===== src/rtl/mhs_pkg.sv =====
// Shared constants, types and action codes of the modulo hash set.
package mhs_pkg;

  localparam int unsigned BUCKETS = 6;
  localparam int unsigned SLOTS   = 8;

  localparam int unsigned KEY_W    = 31;
  localparam int unsigned BUCKET_W = $clog2(BUCKETS);
  localparam int unsigned FILL_W   = $clog2(SLOTS + 1);

  // First reduction: key = hi * 2^16 + lo, folded to hi * (2^16 mod BUCKETS) + lo.
  // With BUCKETS <= 64 the folded value stays below 2^22.
  localparam int unsigned FOLD_LO_W = 16;
  localparam int unsigned FOLD_HI_W = KEY_W - FOLD_LO_W;
  localparam int unsigned FOLD_W    = 22;
  localparam int unsigned FOLD_MUL  = (1 << FOLD_LO_W) % BUCKETS;

  // Second reduction: exact quotient by reciprocal for values below 2^FOLD_W.
  localparam int unsigned    MOD_SHIFT = FOLD_W + $clog2(BUCKETS);
  localparam int unsigned    RECIP_W   = FOLD_W + 1;
  localparam longint unsigned MOD_RECIP =
      ((64'd1 << MOD_SHIFT) + 64'(BUCKETS) - 64'd1) / 64'(BUCKETS);
  localparam int unsigned    PROD_W    = FOLD_W + RECIP_W;
  localparam int unsigned    QUOT_W    = PROD_W - MOD_SHIFT;

  typedef enum logic {
    ACT_INSERT = 1'b0,
    ACT_SEARCH = 1'b1
  } mhs_action_e;

  // Item as it travels along the bucket cells.
  typedef struct packed {
    mhs_action_e         action;
    logic [KEY_W-1:0]    key;
    logic [BUCKET_W-1:0] bucket;
    logic                found;
    logic                status;
  } mhs_item_t;

endpackage


===== src/rtl/mhs_req_if.sv =====
// Request channel: action and key with valid/ready.
interface mhs_req_if import mhs_pkg::*; ();
  logic             valid;
  logic             ready;
  logic             action;
  logic [KEY_W-1:0] key;

  modport source (output valid, output action, output key, input ready);
  modport sink   (input valid, input action, input key, output ready);
endinterface


===== src/rtl/mhs_rsp_if.sv =====
// Response channel: found and status with valid/ready.
interface mhs_rsp_if import mhs_pkg::*; ();
  logic valid;
  logic ready;
  logic found;
  logic status;

  modport source (output valid, output found, output status, input ready);
  modport sink   (input valid, input found, input status, output ready);
endinterface


===== src/rtl/modulo_hash_set_insert_search.sv =====
// Top level of the modulo hash set: bucket index unit followed by a chain of bucket cells.
// Each request (insert or search of a 31-bit key) yields exactly one response, in request
// order. The key's bucket (key mod BUCKETS) is found in three pipeline stages, then the item
// walks a chain of BUCKETS cells, one register per cell; the cell that owns the bucket appends
// the key if its row has a free slot (else it sets status) or compares it against all filled
// slots of its row at once. One item can enter every cycle while the chain keeps moving;
// every stage has its own ready so a waiting response stalls only what is behind it. Fill
// counts clear at reset; slot keys are not cleared and need no pass.
module modulo_hash_set_insert_search import mhs_pkg::*; (
  input  logic    clk_i,
  input  logic    rst_ni,
  mhs_req_if.sink req_i,
  mhs_rsp_if.source rsp_o
);

  logic      valid [BUCKETS+1];
  logic      ready [BUCKETS+1];
  mhs_item_t item  [BUCKETS+1];

  mhs_hash u_hash (
    .clk_i       (clk_i),
    .rst_ni      (rst_ni),
    .req_i       (req_i),
    .out_valid_o (valid[0]),
    .out_item_o  (item[0]),
    .out_ready_i (ready[0])
  );

  for (genvar g = 0; g < BUCKETS; g++) begin : g_cell
    mhs_cell u_cell (
      .clk_i       (clk_i),
      .rst_ni      (rst_ni),
      .cell_idx_i  (BUCKET_W'(g)),
      .in_valid_i  (valid[g]),
      .in_item_i   (item[g]),
      .in_ready_o  (ready[g]),
      .out_valid_o (valid[g+1]),
      .out_item_o  (item[g+1]),
      .out_ready_i (ready[g+1])
    );
  end

  assign ready[BUCKETS] = rsp_o.ready;
  assign rsp_o.valid    = valid[BUCKETS];
  assign rsp_o.found    = item[BUCKETS].found;
  assign rsp_o.status   = item[BUCKETS].status;

endmodule


===== src/rtl/mhs_hash.sv =====
// Three-stage bucket index unit: fold, reciprocal multiply, remainder.
module mhs_hash import mhs_pkg::*; (
  input  logic       clk_i,
  input  logic       rst_ni,
  mhs_req_if.sink    req_i,
  output logic       out_valid_o,
  output mhs_item_t  out_item_o,
  input  logic       out_ready_i
);

  logic               v1_q, v2_q, v3_q;
  logic               rdy1, rdy2, rdy3;
  mhs_action_e        a1_q, a2_q;
  logic [KEY_W-1:0]   k1_q, k2_q;
  logic [FOLD_W-1:0]  f1_q, f2_q;
  logic [PROD_W-1:0]  p2_q;
  mhs_item_t          item3_q;

  logic [FOLD_W-1:0]  fold_d;
  logic [PROD_W-1:0]  prod_d;
  logic [QUOT_W-1:0]  quot;
  logic [FOLD_W-1:0]  rem;
  mhs_item_t          item3_d;

  assign rdy3 = !v3_q || out_ready_i;
  assign rdy2 = !v2_q || rdy3;
  assign rdy1 = !v1_q || rdy2;
  assign req_i.ready = rdy1;

  always_comb begin
    fold_d = FOLD_W'(req_i.key[KEY_W-1:FOLD_LO_W]) * FOLD_W'(FOLD_MUL)
           + FOLD_W'(req_i.key[FOLD_LO_W-1:0]);
    prod_d = PROD_W'(f1_q) * PROD_W'(MOD_RECIP);
    quot   = p2_q[PROD_W-1:MOD_SHIFT];
    rem    = f2_q - FOLD_W'(FOLD_W'(quot) * FOLD_W'(BUCKETS));
    item3_d.action = a2_q;
    item3_d.key    = k2_q;
    item3_d.bucket = rem[BUCKET_W-1:0];
    item3_d.found  = 1'b0;
    item3_d.status = 1'b0;
  end

  always_ff @(posedge clk_i or negedge rst_ni) begin
    if (!rst_ni) begin
      v1_q <= 1'b0;
      v2_q <= 1'b0;
      v3_q <= 1'b0;
    end else begin
      if (rdy1) v1_q <= req_i.valid;
      if (rdy2) v2_q <= v1_q;
      if (rdy3) v3_q <= v2_q;
    end
  end

  always_ff @(posedge clk_i) begin
    if (rdy1 && req_i.valid) begin
      a1_q <= mhs_action_e'(req_i.action);
      k1_q <= req_i.key;
      f1_q <= fold_d;
    end
    if (rdy2 && v1_q) begin
      a2_q <= a1_q;
      k2_q <= k1_q;
      f2_q <= f1_q;
      p2_q <= prod_d;
    end
    if (rdy3 && v2_q) begin
      item3_q <= item3_d;
    end
  end

  assign out_valid_o = v3_q;
  assign out_item_o  = item3_q;

endmodule


===== src/rtl/mhs_cell.sv =====
// One bucket cell: slot row, fill count and one pipeline register of the chain.
module mhs_cell import mhs_pkg::*; (
  input  logic                clk_i,
  input  logic                rst_ni,
  input  logic [BUCKET_W-1:0] cell_idx_i,
  input  logic                in_valid_i,
  input  mhs_item_t           in_item_i,
  output logic                in_ready_o,
  output logic                out_valid_o,
  output mhs_item_t           out_item_o,
  input  logic                out_ready_i
);

  logic [KEY_W-1:0]  key_q [SLOTS];
  logic [FILL_W-1:0] fill_q, fill_d;
  logic              valid_q;
  mhs_item_t         item_q, item_d;
  logic              take, hit, full, match, wr_en;

  assign in_ready_o = !valid_q || out_ready_i;
  assign take       = in_valid_i && in_ready_o;
  assign hit        = in_item_i.bucket == cell_idx_i;
  assign full       = fill_q == FILL_W'(SLOTS);

  always_comb begin
    match = 1'b0;
    for (int s = 0; s < SLOTS; s++) begin
      if ((FILL_W'(s) < fill_q) && (key_q[s] == in_item_i.key)) match = 1'b1;
    end
    item_d = in_item_i;
    fill_d = fill_q;
    wr_en  = 1'b0;
    if (hit) begin
      case (in_item_i.action)
        ACT_INSERT: begin
          if (full) begin
            item_d.status = 1'b1;
          end else begin
            wr_en  = take;
            fill_d = fill_q + FILL_W'(1);
          end
        end
        ACT_SEARCH: item_d.found = match;
        default:    item_d = in_item_i;
      endcase
    end
  end

  always_ff @(posedge clk_i or negedge rst_ni) begin
    if (!rst_ni) begin
      valid_q <= 1'b0;
      fill_q  <= '0;
    end else begin
      if (in_ready_o) valid_q <= in_valid_i;
      if (take)       fill_q  <= fill_d;
    end
  end

  always_ff @(posedge clk_i) begin
    if (take) item_q <= item_d;
    for (int s = 0; s < SLOTS; s++) begin
      if (wr_en && (fill_q == FILL_W'(s))) key_q[s] <= in_item_i.key;
    end
  end

  assign out_valid_o = valid_q;
  assign out_item_o  = item_q;

  a_fill_bounded: assert property (@(posedge clk_i) disable iff (!rst_ni)
    fill_q <= FILL_W'(SLOTS))
    else $error("bucket fill count beyond slot row");

  a_other_bucket_keeps_fill: assert property (@(posedge clk_i) disable iff (!rst_ni)
    (take && !hit) |=> $stable(fill_q))
    else $error("fill count moved for an item of another bucket");

  a_insert_grows_fill: assert property (@(posedge clk_i) disable iff (!rst_ni)
    (take && hit && in_item_i.action == ACT_INSERT && !full)
      |=> fill_q == $past(fill_q) + FILL_W'(1))
    else $error("insert into a free slot did not advance the fill count");

  a_flags_exclusive: assert property (@(posedge clk_i) disable iff (!rst_ni)
    valid_q |-> !(item_q.found && item_q.status))
    else $error("found and status both set on one item");

endmodule

===== src/flat_wrapper.sv =====
// flat-port wrapper written by rule: the top's interface ports become plain ports
module modulo_hash_set_insert_search_flat import mhs_pkg::*;
  (clk_i, rst_ni, req_i_valid, req_i_action, req_i_key, req_i_ready, rsp_o_valid, rsp_o_found, rsp_o_status, rsp_o_ready);
  mhs_req_if req_i_i ();
  mhs_rsp_if rsp_o_i ();
  input  logic clk_i;
  input  logic rst_ni;
  input wire logic [$bits(req_i_i.valid)-1:0] req_i_valid;
  input wire logic [$bits(req_i_i.action)-1:0] req_i_action;
  input wire logic [$bits(req_i_i.key)-1:0] req_i_key;
  output wire logic [$bits(req_i_i.ready)-1:0] req_i_ready;
  output wire logic [$bits(rsp_o_i.valid)-1:0] rsp_o_valid;
  output wire logic [$bits(rsp_o_i.found)-1:0] rsp_o_found;
  output wire logic [$bits(rsp_o_i.status)-1:0] rsp_o_status;
  input wire logic [$bits(rsp_o_i.ready)-1:0] rsp_o_ready;
  assign req_i_i.valid = req_i_valid;
  assign req_i_i.action = req_i_action;
  assign req_i_i.key = req_i_key;
  assign req_i_ready = req_i_i.ready;
  assign rsp_o_valid = rsp_o_i.valid;
  assign rsp_o_found = rsp_o_i.found;
  assign rsp_o_status = rsp_o_i.status;
  assign rsp_o_i.ready = rsp_o_ready;
  modulo_hash_set_insert_search u_core (.clk_i(clk_i), .rst_ni(rst_ni), .req_i(req_i_i), .rsp_o(rsp_o_i));
endmodule

===== config.mk =====
export PLATFORM = sky130hd
export DESIGN_NAME = modulo_hash_set_insert_search_flat
export DESIGN_NICKNAME = d
export VERILOG_FILES = /design/src/rtl/mhs_pkg.sv /design/src/rtl/mhs_req_if.sv /design/src/rtl/mhs_rsp_if.sv /design/src/rtl/modulo_hash_set_insert_search.sv /design/src/rtl/mhs_hash.sv /design/src/rtl/mhs_cell.sv /design/src/flat_wrapper.sv
export SDC_FILE = /design/constraint.sdc
export NUM_CORES = 2
export LEC_CHECK = 0
export BUFFER_PORTS_ARGS = -buffer_cell sky130_fd_sc_hd__buf_4
export CORE_UTILIZATION = 60
export CTS_BUF_LIST = sky130_fd_sc_hd__clkbuf_16
export CTS_CLUSTER_SIZE = 12
export DETAILED_ROUTE_END_ITERATION = 10
export PLACE_DENSITY = 0.83
export SLEW_MARGIN = 25
export SYNTH_ARGS = -nofsm -noshare
export SYNTH_HDL_FRONTEND = slang
export SYNTH_SLANG_ARGS = --single-unit
export TNS_END_PERCENT = 30

===== constraint.sdc =====
create_clock -name clk_i -period 16.05 [get_ports clk_i]
set_input_delay 0.8025 -clock clk_i [delete_from_list [all_inputs] [get_ports clk_i]]
set_output_delay 0.8025 -clock clk_i [all_outputs]
set_load 0.005 [all_outputs]

==> summary.md <==
| Metric | Value |
|---|---|
| Mapped Cells | `4676` |
| Main flop type after synthesis | `edfxtp_1` |
| Final worst slack | `10520 ps` |
| Total gr overflow | `0` |
| Clk_lat worst skew | `810 ps` |
| Hold Crit Depth | `1` |
| Max incr delay on CP | `610 ps` |
| Iteration-0 DRC Markers | `4259` |
| Final GP Congestion | `0.823` |
| Clock Path Buffers | `3` |
| Share of cells above drive strength 1 | `0.0985` |
| Register bit total from synthesis | `1820` |
| Hold Vio Cnt, Final | `0` |
| Levels on crit path | `17` |
| Worst hold path class | `input pin to flip-flop` |
| Share of the synthesized area in the top cell type | `0.694` |
| Vias in the first global route | `40900` |
| Layout area overhead | `10.7%` |
| VDD IR max | `0.204 mV` |
| I/O pin cnt | `40` |
| Final setup fails | `0` |
| CP most frequent cell | `fa_1` |
| CORE AREA | `128000 um^2` |
| Pleak | `28.7 nW` |
| Critical-path top delay cell | `fa_1` |
| Setup TNS | `0 ps` |
| Placed inst area | `80300 um^2` |
| First-pass GRT wire length | `248 mm` |
| Routed WL | `165 mm` |
| Fmax | `181 MHz` |
| CTS Buf Count | `180` |
| Power per standard cell area | `161 nW/um^2` |
| Delay-heaviest family, CP | `adder cells` |
| CTS tree | `done` |
| EDFF count, synth | `1787` |
| Main area contributors after synthesis | `edfxtp_1 69%, xnor2_1 8.9%, xor2_1 8.3%` |
| Pre-CTS setup slack | `10510 ps` |
| R2R depth | `17` |
| H-tree levels | `4` |
| Distinct cells, synth | `66` |
| Rel. slew slack | `0.264` |
| Drt pass-1 iters | `5` |
| Clock slew at reported path FFs | `60 ps` |
| Final period util | `0.344` |
| Fin. max-slew vios | `0` |
| Post-synthesis sequential area ratio | `0.704` |
| Die area | `130000 um^2` |
| Worst path cell trace | `ha_1, fa_1, fa_1, inv_1, fa_1, inv_1, fa_1, inv_1, fa_1, inv_1, ha_1, a211o_1, a21oi_1, and3_1, a21boi_0, nor4_1, a311oi_1` |
| Fin nets | `5122` |
| Mapped Nets | `4902` |
| FFs w/ async S/R, synth | `0.0181` |
| Die Width | `361 um` |
| Root Buffer | `clkbuf_16` |
| Req. time, crit path | `16570 ps` |
| Clock sinks | `1820` |
| Post-DP HPWL | `97.5 mm` |
| Pin count of the biggest net entering global routing | `49` |
| CP max FO | `4` |
| Initial antenna violation count | `1` |
| Post-synthesis cell area | `77400 um^2` |
| Port Buffers | `39` |
| Final Critical Period | `5530 ps` |
| Final instance area | `85600 um^2` |
| Util after Layout | `0.671` |
| Yosys warns | `0` |
| CP Buf/Inv Count | `4` |
| Critical Path AT | `6050 ps` |
| CTS resizes | `0` |
| Post-cts hold buffer count | `1` |
| Row count | `131` |
| Drt drc | `0` |
| Vias per inst | `5.96` |
| Crit end category | `flip-flop` |
| Status | `finished clean` |
| # diodes | `0` |
| Max-cap violation count | `0` |
| Largest area contributor in the synthesized netlist | `edfxtp_1` |
| Mean Syn Cell Area | `16.5 um^2` |
| Initial cell density of the core | `0.606` |
| Critical Path Source Type | `flip-flop` |
| Wire length per cell | `24.6 um` |
| Routed via count | `39900` |
| Unrepaired setup endpoints after global routing | `false` |
| Post-route ant nets | `0` |
| Worst slew pin tran | `1100 ps` |
| Crit Path Category | `flip-flop to flip-flop` |
| Setup Fix Bufs, Post-CTS | `0` |
| All-layer global routing usage | `0.253` |
| Die Ht | `361 um` |
| Clock Skew | `22.7 ps` |
[state kept, by name, summed over array words and instances (netlist names), 2 cells and up]
| name | count |
|---|---|
| u_core.g_cell.u_cell.fill_q | 24 |
| u_core.g_cell.u_cell.key_q | 1488 |
| u_core.g_cell.u_cell.out_item_o | 182 |
| u_core.g_cell.u_cell.out_valid_o | 6 |
| u_core.u_hash.f1_q | 16 |
| u_core.u_hash.k1_q | 31 |
| u_core.u_hash.k2_q | 31 |
| u_core.u_hash.out_item_o | 34 |
| u_core.u_hash.p2_q | 2 |
[cell type report]
cell class | instances | area (um^2)
well taps | 1662 | 2080
repair buffers | 239 | 1810
multi-input cells | 2515 | 21400
clock buffers | 180 | 4500
flip-flops and latches | 1820 | 54500
inverters | 140 | 526
clock inverters | 131 | 825
fillers | 8065 | 42000
[synthesized netlist by cell type, drive strengths merged (4+ instances only)]
cell type	n
a2111oi	7
a211o	4
a21o	9
a21oi	20
a31oi	8
a41o	5
and2	12
and3	30
buf	191
clkbuf	10
dfrtp	33
edfxtp	1787
fa	78
ha	112
inv	140
mux2	8
nand2	47
nand2b	14
nand3	15
nand4	243
nor2	40
nor2b	7
nor3	33
nor3b	5
nor4	225
o2111ai	4
o21ai	25
o41ai	4
xnor2	784
xor2	734
[layout by cell type (no fill, tap or decap), types with 30 or more instances in the layout]
cell	instances
dfrtp_1	33
nor2_1	35
ha_1	112
clkbuf_16	180
xor2_1	733
edfxtp_1	1787
nand4_1	243
buf_4	236
xnor2_1	784
fa_1	78
and3_1	30
inv_1	225
nor4_1	224
nand2_1	47
[power by group]
| part | switching, W | leakage (nW) | total, W | internal [W] |
|---|---|---|---|---|
| sequential | 0.000369 | 16.7 | 0.00618 | 0.00581 |
| combinational | 0.00227 | 9.10 | 0.00380 | 0.00152 |
| clock | 0.00172 | 2.91 | 0.00383 | 0.00211 |
| total | 0.00436 | 28.7 | 0.0138 | 0.00945 |
[per-layer routing]
layer	up-vias	share of wire	global-route usage
li1	17500	-	-
met1	20300	0.40	0.345
met2	1816	0.49	0.421
met3	296	0.082	0.0414
met4	0	0.026	0.0788
met5	-	0	0
[worst paths after layout]
check                                                                end  slack [ps]                             start
min                                     u_core.u_hash.k1_q[29]$_DFFE_PP_         190                     req_i_key[29]
max in group asynchronous                 u_core.u_hash.v1_q$_DFFE_PN0N_       14970                            rst_ni
min reg2reg                       u_core.u_hash.out_item_o[31]$_DFFE_PP_         410  u_core.u_hash.k2_q[26]$_DFFE_PP_
min in group asynchronous  u_core.g_cell[4].u_cell.fill_q[3]$_DFFE_PN0P_         620                            rst_ni
max reg2reg                             u_core.u_hash.p2_q[26]$_DFFE_PP_       10520   u_core.u_hash.f1_q[3]$_DFFE_PP_
max                                     u_core.u_hash.p2_q[26]$_DFFE_PP_       10520   u_core.u_hash.f1_q[3]$_DFFE_PP_
[per-stage QoR]
stage,hold WS [ps],total power (W),instances
CTS,144,0.0139,6685
global route,166,0.0145,6687
global placement,402,0.00992,6373
floorplan,400,0.00884,4676
finish,193,0.0138,6687
detailed placement,405,0.0100,6373
[logic make-up after synthesis]
family / count (synthesis) / synth area share
compound gates: 118 / 0.0113
xor+xnor: 1518 / 0.172
fa+ha+maj: 190 / 0.0383
buf+inv: 341 / 0.0209
flops: 1820 / 0.704
mux: 8 / 0.00116
simple gates: 681 / 0.0522
No activity file was read; power rests on OpenSTA's default activity.
